===== src/rtl/edist_pkg.sv =====
// Shared constants and types of the Euclidean distance engine.
package edist_pkg;

  localparam int unsigned LANES      = 4;
  localparam int unsigned COORD_BITS = 16;
  localparam int unsigned ACC_BITS   = 48;
  localparam int unsigned ROOT_BITS  = (ACC_BITS + 1) / 2;
  localparam int unsigned SQ_BITS    = 2 * COORD_BITS;
  // four lane squares summed need two extra bits
  localparam int unsigned ITEM_BITS  = SQ_BITS + $clog2(LANES);
  localparam int unsigned LCNT_BITS  = 3;

  localparam logic [ACC_BITS-1:0] ACC_MAX = {ACC_BITS{1'b1}};

  typedef logic signed [COORD_BITS-1:0] coord_t;
  typedef logic [SQ_BITS-1:0]           sq_t;

  // input word: coordinate pairs for up to four lanes
  typedef struct packed {
    coord_t               a_0;
    coord_t               a_1;
    coord_t               a_2;
    coord_t               a_3;
    coord_t               b_0;
    coord_t               b_1;
    coord_t               b_2;
    coord_t               b_3;
    logic [LCNT_BITS-1:0] lanes_used;
    logic                 last_of_vector;
  } in_word_t;

  // output word: one per vector
  typedef struct packed {
    logic [ACC_BITS-1:0]  squared_distance;
    logic [ROOT_BITS-1:0] distance;
    logic                 saturated;
  } out_word_t;

  // hand-over from the accumulator to the square root unit
  typedef struct packed {
    logic                valid;
    logic [ACC_BITS-1:0] squared;
    logic                sat;
  } sqrt_req_t;

endpackage


===== src/rtl/edist_if.sv =====
// Valid/ready channel interfaces for input and output words.
interface edist_in_if
  import edist_pkg::*;
();
  logic     valid;
  logic     ready;
  in_word_t data;

  modport source (output valid, output data, input ready);
  modport sink   (input valid, input data, output ready);
endinterface

interface edist_out_if
  import edist_pkg::*;
();
  logic      valid;
  logic      ready;
  out_word_t data;

  modport source (output valid, output data, input ready);
  modport sink   (input valid, input data, output ready);
endinterface


===== src/rtl/euclidean_distance_engine_core.sv =====
// Euclidean distance engine: lanes, merging accumulator and square root unit.
//
// Input channel in_i carries up to four coordinate pairs per word; lanes_used
// gives how many leading lanes count (values above four count as four, zero
// adds nothing). Words marked last_of_vector close the vector: one output
// word on channel out_o then gives the saturating sum of squared
// differences, its floor square root and a flag if the sum clamped.
// Words that are not last are taken one per cycle: four lanes square their
// pair in the first stage, the merge stage adds the lanes into the 48-bit
// accumulator in the next. A last word is passed to the square root unit,
// which finds one root bit per cycle, then shows the result until it is taken.
// While the root unit is busy or its result waits, a further last word stalls
// in the lane stage and the input stops; words that are not last keep flowing
// until then. The next vector may thus start at once; a vector whose last
// word comes while the root unit still works on the previous one, or while
// that result is stalled, waits.
// Reset clears the accumulator, the saturation flag and all valid flags.
module euclidean_distance_engine_core
  import edist_pkg::*;
(
  input  logic         clk_i,
  input  logic         rst_ni,
  edist_in_if.sink     in_i,
  edist_out_if.source  out_o
);

  coord_t [LANES-1:0] a, b;
  sq_t    [LANES-1:0] sq;
  logic               accept;
  logic               s1_valid_q, s1_last_q;
  logic               s1_go;
  logic               sqrt_free;
  sqrt_req_t          req;

  assign a = {in_i.data.a_3, in_i.data.a_2, in_i.data.a_1, in_i.data.a_0};
  assign b = {in_i.data.b_3, in_i.data.b_2, in_i.data.b_1, in_i.data.b_0};

  // lane stage moves on unless it holds a last word the root unit cannot take
  assign s1_go      = s1_valid_q && (!s1_last_q || sqrt_free);
  assign in_i.ready = !s1_valid_q || s1_go;
  assign accept     = in_i.valid && in_i.ready;

  // lane copies
  for (genvar g = 0; g < LANES; g++) begin : g_lane
    edist_lane u_lane (
      .clk_i     (clk_i),
      .en_i      (accept),
      .lane_on_i (in_i.data.lanes_used > LCNT_BITS'(g)),
      .a_i       (a[g]),
      .b_i       (b[g]),
      .sq_o      (sq[g])
    );
  end

  // lane stage control
  always_ff @(posedge clk_i or negedge rst_ni) begin
    if (!rst_ni) begin
      s1_valid_q <= 1'b0;
      s1_last_q  <= 1'b0;
    end else if (in_i.ready) begin
      s1_valid_q <= in_i.valid;
      s1_last_q  <= in_i.data.last_of_vector;
    end
  end

  edist_merge u_merge (
    .clk_i  (clk_i),
    .rst_ni (rst_ni),
    .go_i   (s1_go),
    .last_i (s1_last_q),
    .sq_i   (sq),
    .req_o  (req)
  );

  edist_sqrt u_sqrt (
    .clk_i  (clk_i),
    .rst_ni (rst_ni),
    .req_i  (req),
    .free_o (sqrt_free),
    .out_o  (out_o)
  );

endmodule


===== src/rtl/edist_lane.sv =====
// One lane: squared difference of a coordinate pair, registered.
module edist_lane
  import edist_pkg::*;
(
  input  logic   clk_i,
  input  logic   en_i,
  input  logic   lane_on_i,
  input  coord_t a_i,
  input  coord_t b_i,
  output sq_t    sq_o
);

  logic signed [COORD_BITS:0] diff;
  logic [COORD_BITS:0]        neg;
  logic [COORD_BITS-1:0]      mag;
  sq_t                        sq_d, sq_q;

  // |a - b| fits in COORD_BITS unsigned bits
  always_comb begin
    diff = {a_i[COORD_BITS-1], a_i} - {b_i[COORD_BITS-1], b_i};
    neg  = -diff;
    mag  = diff[COORD_BITS] ? neg[COORD_BITS-1:0] : diff[COORD_BITS-1:0];
    sq_d = lane_on_i ? sq_t'(mag * mag) : '0;
  end

  // payload register, loaded when a word is taken
  always_ff @(posedge clk_i) begin
    if (en_i) begin
      sq_q <= sq_d;
    end
  end

  assign sq_o = sq_q;

endmodule


===== src/rtl/edist_merge.sv =====
// Merge stage: sums the lane squares into the saturating accumulator.
module edist_merge
  import edist_pkg::*;
(
  input  logic            clk_i,
  input  logic            rst_ni,
  input  logic            go_i,
  input  logic            last_i,
  input  sq_t [LANES-1:0] sq_i,
  output sqrt_req_t       req_o
);

  logic [ACC_BITS-1:0]  acc_d, acc_q;
  logic                 ovf_d, ovf_q;
  logic [ITEM_BITS-1:0] item_sum;
  logic [ACC_BITS:0]    sum;
  logic                 sat;
  logic [ACC_BITS-1:0]  acc_new;

  // adder tree over the lanes, then the saturating add
  always_comb begin
    item_sum = '0;
    for (int i = 0; i < LANES; i++) begin
      item_sum = item_sum + ITEM_BITS'(sq_i[i]);
    end
    sum     = {1'b0, acc_q} + (ACC_BITS + 1)'(item_sum);
    sat     = sum[ACC_BITS];
    acc_new = sat ? ACC_MAX : sum[ACC_BITS-1:0];
  end

  // last word hands the total over and clears the state
  always_comb begin
    acc_d         = acc_q;
    ovf_d         = ovf_q;
    req_o.valid   = go_i && last_i;
    req_o.squared = acc_new;
    req_o.sat     = ovf_q | sat;
    if (go_i) begin
      if (last_i) begin
        acc_d = '0;
        ovf_d = 1'b0;
      end else begin
        acc_d = acc_new;
        ovf_d = ovf_q | sat;
      end
    end
  end

  always_ff @(posedge clk_i or negedge rst_ni) begin
    if (!rst_ni) begin
      acc_q <= '0;
      ovf_q <= 1'b0;
    end else begin
      acc_q <= acc_d;
      ovf_q <= ovf_d;
    end
  end

endmodule


===== src/rtl/edist_sqrt.sv =====
// Iterative floor square root, one root bit per cycle, with output register.
module edist_sqrt
  import edist_pkg::*;
(
  input  logic      clk_i,
  input  logic      rst_ni,
  input  sqrt_req_t req_i,
  output logic      free_o,
  edist_out_if.source out_o
);

  localparam int unsigned CNT_BITS = $clog2(ROOT_BITS);
  localparam int unsigned REM_BITS = ROOT_BITS + 3;

  typedef enum logic [1:0] {
    IDLE,
    RUN,
    DONE
  } state_e;

  state_e               state_q;
  logic [CNT_BITS-1:0]  cnt_q;
  logic [ACC_BITS-1:0]  rad_q;
  logic [REM_BITS-1:0]  rem_q;
  logic [ROOT_BITS-1:0] root_q;
  logic [ACC_BITS-1:0]  sq_q;
  logic                 sat_q;

  logic [REM_BITS-1:0]  rem_t;
  logic [REM_BITS-1:0]  trial;
  logic                 fits;

  // one restoring step: bring down two radicand bits, try root*4+1
  always_comb begin
    rem_t = {rem_q[REM_BITS-3:0], rad_q[ACC_BITS-1 -: 2]};
    trial = {1'b0, root_q, 2'b01};
    fits  = rem_t >= trial;
  end

  always_ff @(posedge clk_i or negedge rst_ni) begin
    if (!rst_ni) begin
      state_q <= IDLE;
      cnt_q   <= '0;
      rad_q   <= '0;
      rem_q   <= '0;
      root_q  <= '0;
      sq_q    <= '0;
      sat_q   <= 1'b0;
    end else begin
      case (state_q)
        IDLE: begin
          if (req_i.valid) begin
            state_q <= RUN;
            cnt_q   <= '0;
            rad_q   <= req_i.squared;
            rem_q   <= '0;
            root_q  <= '0;
            sq_q    <= req_i.squared;
            sat_q   <= req_i.sat;
          end
        end
        RUN: begin
          rad_q  <= {rad_q[ACC_BITS-3:0], 2'b00};
          rem_q  <= fits ? rem_t - trial : rem_t;
          root_q <= {root_q[ROOT_BITS-2:0], fits};
          cnt_q  <= cnt_q + 1'b1;
          if (cnt_q == CNT_BITS'(ROOT_BITS - 1)) begin
            state_q <= DONE;
          end
        end
        DONE: begin
          if (out_o.ready) begin
            state_q <= IDLE;
          end
        end
        default: state_q <= IDLE;
      endcase
    end
  end

  assign free_o                      = (state_q == IDLE);
  assign out_o.valid                 = (state_q == DONE);
  assign out_o.data.squared_distance = sq_q;
  assign out_o.data.distance         = root_q;
  assign out_o.data.saturated        = sat_q;

endmodule


===== src/flat_wrapper.sv =====
// flat-port wrapper written by rule: the top's interface ports become plain ports
module euclidean_distance_engine_core_flat import edist_pkg::*;
  (clk_i, rst_ni, in_i_valid, in_i_data, in_i_ready, out_o_valid, out_o_data, out_o_ready);
  edist_in_if in_i_i ();
  edist_out_if out_o_i ();
  input  logic clk_i;
  input  logic rst_ni;
  input wire logic [$bits(in_i_i.valid)-1:0] in_i_valid;
  input wire logic [$bits(in_i_i.data)-1:0] in_i_data;
  output wire logic [$bits(in_i_i.ready)-1:0] in_i_ready;
  output wire logic [$bits(out_o_i.valid)-1:0] out_o_valid;
  output wire logic [$bits(out_o_i.data)-1:0] out_o_data;
  input wire logic [$bits(out_o_i.ready)-1:0] out_o_ready;
  assign in_i_i.valid = in_i_valid;
  assign in_i_i.data = in_i_data;
  assign in_i_ready = in_i_i.ready;
  assign out_o_valid = out_o_i.valid;
  assign out_o_data = out_o_i.data;
  assign out_o_i.ready = out_o_ready;
  euclidean_distance_engine_core u_core (.clk_i(clk_i), .rst_ni(rst_ni), .in_i(in_i_i), .out_o(out_o_i));
endmodule

===== config.mk =====
export PLATFORM = sky130hd
export DESIGN_NAME = euclidean_distance_engine_core_flat
export DESIGN_NICKNAME = d
export VERILOG_FILES = /design/src/rtl/edist_pkg.sv /design/src/rtl/edist_if.sv /design/src/rtl/euclidean_distance_engine_core.sv /design/src/rtl/edist_lane.sv /design/src/rtl/edist_merge.sv /design/src/rtl/edist_sqrt.sv /design/src/flat_wrapper.sv
export SDC_FILE = /design/constraint.sdc
export NUM_CORES = 2
export LEC_CHECK = 0
export BUFFER_PORTS_ARGS = -buffer_cell sky130_fd_sc_hd__buf_2
export CELL_PAD_IN_SITES_DETAIL_PLACEMENT = 1
export CELL_PAD_IN_SITES_GLOBAL_PLACEMENT = 2
export CORE_MARGIN = 3
export CORE_UTILIZATION = 42
export CTS_BUF_LIST = sky130_fd_sc_hd__clkbuf_8
export DETAILED_ROUTE_END_ITERATION = 8
export PLACE_DENSITY_LB_ADDON = 0.1
export SLEW_MARGIN = 25
export SYNTH_ARGS = -nofsm -noshare
export SYNTH_HDL_FRONTEND = slang
export SYNTH_HIERARCHICAL = 1
export SYNTH_SLANG_ARGS = --single-unit

===== constraint.sdc =====
create_clock -name clk_i -period 6.6 [get_ports clk_i]
set_clock_uncertainty 0.2 [all_clocks]
set_input_delay 0.66 -clock clk_i [delete_from_list [all_inputs] [get_ports clk_i]]
set_output_delay 0.66 -clock clk_i [all_outputs]
set_load 0.005 [all_outputs]

## Yosys cells after proc, flatten, opt, wreduce, memory -nomap -nowiden

Cells that the tools add are included.

- Bits in registers: 332
- Bits of input ports: 136

- $add $sub $neg: 14
- $mul: 4
- Order comparisons: 5
- Equal/unequal tests: 6
- Mux-type cells: 20
- Bitwise operators: 1
- Reductions and logical operators: 12

Operators with widths:

| cell | number |
|---|---|
| 48-bit two-way mux | 3 |
| 16-bit by 16-bit multiplier with 32-bit output | 4 |
| 48-bit one-hot mux with 2 select lines | 1 |
| 16-bit by 16-bit subtractor with 17-bit output | 4 |
| 16-bit two-way mux | 4 |
| 16-bit negator | 4 |
| 25-bit two-way mux | 2 |
| 25-bit one-hot mux with 2 select lines | 1 |
| 48-bit by 34-bit adder with 49-bit output | 1 |
| 24-bit one-hot mux with 2 select lines | 1 |
| 33-bit by 32-bit adder with 34-bit output | 1 |
| 34-bit by 32-bit adder with 34-bit output | 1 |
| 32-bit by 32-bit adder with 33-bit output | 1 |
| 27-bit by 26-bit greater-or-equal comparator with 1-bit output | 1 |
| 25-bit subtractor | 1 |
| 24-bit two-way mux | 1 |
| 5-bit one-hot mux with 2 select lines | 1 |
| 3-bit by 1-bit > comparator with 1-bit output (second input constant) | 2 |
| 3-bit by 2-bit > comparator with 1-bit output (second input constant) | 2 |
| 2-bit two-way mux | 3 |
| 2-bit one-hot mux with 3 select lines | 1 |
| 5-bit by 1-bit adder with 5-bit output (second input constant) | 1 |
| 5-bit equality test (second input constant) | 1 |
| 5-bit two-way mux | 1 |
| 13 further kinds | 19 |

## Logic depth before layout (Yosys ltp)

- Word-level depth: 7
- Gate-level depth with buffers: 40

## Cells and area by module

The synthesis kept the hierarchy.

Modules (own cells, without submodules):

| module | instances | cells each | area an instance (µm²) |
|---|---|---|---|
| edist_lane at u_core.g_lane[0].u_lane ... | 2 | 1054 | 9501.6 |
| edist_lane at u_core.g_lane[2].u_lane | 1 | 1095 | 9869.5 |
| edist_lane at u_core.g_lane[3].u_lane | 1 | 1063 | 9481.6 |
| edist_sqrt | 1 | 838 | 7568.5 |
| edist_merge | 1 | 900 | 7359.6 |
| euclidean_distance_engine_core | 1 | 12 | 125.1 |

## Worst setup path before layout

OpenSTA, ideal clock, no wires.

- Kind: input port to flip-flop
- Start point: input in_i_data[116]
- End point: register u_core.g_lane[0].u_lane.sq_q[31] (data pin)
- Arrival time: 9.039 ns
- Path slack: -2.779 ns
- Stages on the path: 35
- Buffers on the path: 0
- Path through: inv_1 -> ha_1 -> fa_1 -> and2b_1 -> o2111ai_2 -> a21o_1 -> nand3_1 -> nand3_1 -> a31oi_1 -> a21oi_1 -> xor2_1 -> clkinv_1 -> nor2_1 -> fa_1 -> fa_1 -> inv_1 -> fa_1 -> inv_1 -> fa_1 -> fa_1 -> inv_1 -> fa_1 -> inv_1 -> ha_1 -> a21oi_1 -> o21bai_1 -> a21oi_1 -> nor2b_1 -> a2111oi_0 -> nor2_1 -> a41o_1 -> o31ai_1 -> a21oi_1 -> xnor3_1 -> nor2b_1

- Longest elaborated chain between the ends: 4

Ends and longest elaborated chain:

| what | RTL line | RTL |
|---|---|---|
| start, declared | flat_wrapper.sv:9 | `input wire logic [$bits(in_i_i.data)-1:0] in_i_data;` |
| 16-bit by 16-bit subtractor with 17-bit output (*) | edist_lane.sv:20 | `diff = {a_i[COORD_BITS-1], a_i} - {b_i[COORD_BITS-1], b_i};` |
| 16-bit negator | edist_lane.sv:21 | `neg = -diff;` |
| 16-bit two-way mux (*) | edist_lane.sv:22 | `mag = diff[COORD_BITS] ? neg[COORD_BITS-1:0] : diff[COORD_BITS-1:0];` |
| 16-bit by 16-bit multiplier with 32-bit output (*) | edist_lane.sv:23 | `sq_d = lane_on_i ? sq_t'(mag * mag) : '0;` |
| end signal, assigned | edist_lane.sv:29 | `sq_q <= sq_d;` |
| end, declared | edist_lane.sv:16 | `sq_t sq_d, sq_q;` |

Every way passes the cells marked *; elsewhere a longest branch is shown, timed or not.
A chain may end at the register's enable or synchronous reset.

## Worst setup path after layout

- Start point: input in_i_data[116]
- End point: register u_core.g_lane[0].u_lane.sq_q[30] (data pin)

Same word-level chain as after synthesis.

==> impl_metrics.tcl <==
set metrics [dict create \
    placementRows 130 \
    cpPeakStageDelay_ns 0.55 \
    fillers 14276 \
    syn-num-nets 7420 \
    yosysSeqAreaShare_pct 16.5 \
    root_buffer "clkbuf_8" \
    drt_iter0_drc 1945 \
    worst_path_max_delay_cell "fa_1" \
    grt_pass1_vias 51402 \
    reg2reg_to "u_core/u_sqrt/rad_q[47]" \
    holdPathStages 3 \
    grt_max_degree 89 \
    synth_adder_area_share_pct 40.4 \
    reg2reg_from "u_core/g_lane[1].u_lane/sq_o[16]" \
    synthToLayoutAreaGrowth_pct 37.3 \
    gp_congestion 0.872 \
    firstDrtPassIters 5 \
    rrSetupSlack_ns 0.99 \
    synth-seq-cells 328 \
    hold_violations 0 \
    worstSetupStartpoint "in_i_data[116]" \
    min-delay-start "out_o_ready" \
    multi_input_area_sq_um 43800 \
    rr_worst_depth 19 \
    clockBufferDepth 3 \
    tns_ns -132.69 \
    setup_viol 98 \
    synth.largest_area_cell "fa_1" \
    critPathMostFrequentCell "fa_1" \
    synthCells 6016 \
    synthMuxAreaShare_pct 0.529 \
    vias 46841 \
    core_sq_um 126000 \
    synth_area_leaders "fa_1, ha_1, inv_1, dfrtp_1, edfxtp_1" \
    top_usage_layer "met2" \
    hpwl_mm 139 \
    grt_overflow 0 \
    clk_latency_ns 0.69 \
    post-route-min-period_ns 8.75 \
    min_to "u_core/u_sqrt/state_q[1]" \
    placed_area_sq_um 66100 \
    syn_area_sq_um 53400 \
    final_area_sq_um 73300 \
    gr-usage-all-layers_pct 26.2 \
    cts_tree "done" \
    failed_checks "negative setup slack" \
    yosysUniqueCellTypes 132 \
    die_w_um 363 \
    antenna_found_initial 4 \
    io-pin-count 211 \
    status "finished with violations" \
    hp-class "primary input to flip-flop" \
    crit_arrival_ns 8.89 \
    met1_usage_pct 35.0 \
    synthXorXnorAreaFrac_pct 4.49 \
    via_per_inst 5.13 \
    path_max_fanout 5 \
    drt_wl_total_mm 179 \
    antenna_left 0 \
    drc 0 \
    path_clk_slew_ns 0.07 \
    async_reset_ff_share_pct 62.2 \
    synthSimpleGateAreaFrac_pct 14.7 \
    synth_top_family_by_area "adder cells" \
    fmax_mhz 114 \
    grt_first_pass_wirelength_mm 276 \
    num-nets-final 8832 \
    synth_compound_area_share_pct 11.9 \
    crit_path_start_kind "primary input" \
    drv_cap 0 \
    wl_per_cell_um 19.6 \
    seqCellArea_sq_um 8830 \
    slew_viol_final 0 \
    slew-limit-headroom_pct 37.0 \
    dieArea_sq_um 131000 \
    whs_ns 0.0521 \
    portBuffers 210 \
    synth_edf_count 124 \
    initial_core_util_pct 42.4 \
    grt_use_met3_pct 2.56 \
    period_share_pct 133 \
    critical_path_required_ns 6.74 \
    cts_made_buffers 60 \
    worst_pin_slew_ns 0.945 \
    critPathKind "primary input to flip-flop" \
    use_met2_pct 45.7 \
    crit_path_end_kind "flip-flop" \
    postSynthAreaPerCell_sq_um 8.88 \
    cts_max_level 2 \
    drive_above_1_share_pct 34.9 \
    clock-sinks 328 \
    worst_slack_ns -2.15 \
    rsz0062_at_grt "yes" \
    synth_top_area_share_pct 28.6 \
    ys_warn_count 6 \
    die_h_um 363 \
    ys.flop_type "dfrtp_1" \
]
-- cell usage in the layout, fill, tap and decap left out, drive strengths merged, types with 48 or more instances in the layout --
| cell type | instances |
|---|---|
| and3 | 48 |
| nand2 | 651 |
| nor2b | 49 |
| buf | 1516 |
| dfrtp | 204 |
| nor2 | 403 |
| inv | 1402 |
| a21oi | 216 |
| fa | 762 |
| edfxtp | 124 |
| xnor2 | 150 |
| ha | 506 |
| a21o | 85 |
| clkbuf | 69 |
| nor3 | 49 |
| nand3 | 117 |
| nand2b | 60 |
| xor2 | 111 |
| o21ai | 181 |
| and2 | 114 |
-- worst max-delay path, delay by kind of cell --
family	cells	cell delay [ns]
fa+ha+maj	9	3.64
compound gates	8	1.93
buf+inv	12	1.33
simple gates	9	1.07
xor+xnor	1	0.25
-- registers in the layout, summed over array words and instances (netlist names) --
name,count
u_core/s1_last_q,1
u_core/u_sqrt/sq_q,48
u_core/u_sqrt/root_q,24
u_core/u_merge/acc_q,48
u_core/g_lane.u_lane/sq_o,124
u_core/u_sqrt/cnt_q,5
u_core/u_sqrt/sat_q,1
u_core/u_sqrt/rad_q,48
u_core/u_merge/ovf_q,1
u_core/s1_valid_q,1
u_core/u_sqrt/state_q,2
u_core/u_sqrt/rem_q,25
-- worst max path at each step --
stage                                  endpoint  cells after the start
2_1_floorplan  u_core/g_lane[1].u_lane/sq_o[24]                     32
3_3_place_gp   u_core/g_lane[1].u_lane/sq_o[31]                     32
5_1_grt        u_core/g_lane[0].u_lane/sq_o[24]                     39
3_5_place_dp   u_core/g_lane[0].u_lane/sq_o[24]                     33
4_1_cts        u_core/g_lane[0].u_lane/sq_o[24]                     33
6_report       u_core/g_lane[0].u_lane/sq_o[30]                     39
-- logic make-up after synthesis --
family,count (synthesis)
buffers and inverters,1570
multiplexers,27
adder cells (fa/ha/maj),1268
flip-flops,328
other,4
AND/OR/NAND/NOR,1653
AO/OA/AOI/OAI,903
XOR/XNOR,263
-- cell usage after synthesis, types with 26 or more instances --
library cell  count
o21a_1           33
nand3_1         113
a31oi_1          38
nand2b_1         60
xor2_1          109
inv_1          1378
a21oi_1         205
clkbuf_1        113
a22oi_1          45
nor3_1           48
a21o_1           82
o21ai_1          32
nor2b_1          49
o211ai_1         28
o21bai_1         30
and3_1           44
xnor2_1         143
dfrtp_1         204
nor2_1          390
o21ai_0         147
edfxtp_1        124
nand2_1         647
and2_1          111
ha_1            506
a22o_1           33
fa_1            762
nand4_1          26
-- area by class of cell --
type | count | area share [%]
Clock buffer | 68 | 1.28
Timing Repair Buffer | 1521 | 16.3
Multi-Input combinational cell | 4119 | 59.7
Clock inverter | 44 | 0.445
Sequential cell | 328 | 12.0
Antenna cell | 1 | 0.00341
Inverter | 1398 | 7.34
Tap cell | 1650 | 2.82
-- timing repair --
item                       4_1_cts  5_1_grt
pin swaps                      313      361
hold buffers                     3        0
setup endpoints to repair      100      101
cloned                           2        0
gates resized for setup        418      457
setup buffers                  136      149
hold endpoints to repair        63        0
-- layer usage --
layer,vias to the layer above,share of wire [%]
li1,21832,-
met1,23993,44
met2,781,51
met3,231,3.1
met4,4,2.7
met5,-,0.013
-- stage by stage --
stage / util, % / std cells / setup WS, ns
after detailed placement: 52.5 / 8758 / -2.90
final: 58.2 / 9129 / -2.15
after global placement: 52.5 / 8756 / -2.79
after floorplan: - / 6016 / -2.04
after CTS: 55.9 / 9003 / -1.92
after global routing: 58.2 / 9129 / -2.41
Power is left out: the tool's default activity adds up to more than one toggle a clock period on the data nets, which glitch-free logic cannot reach.
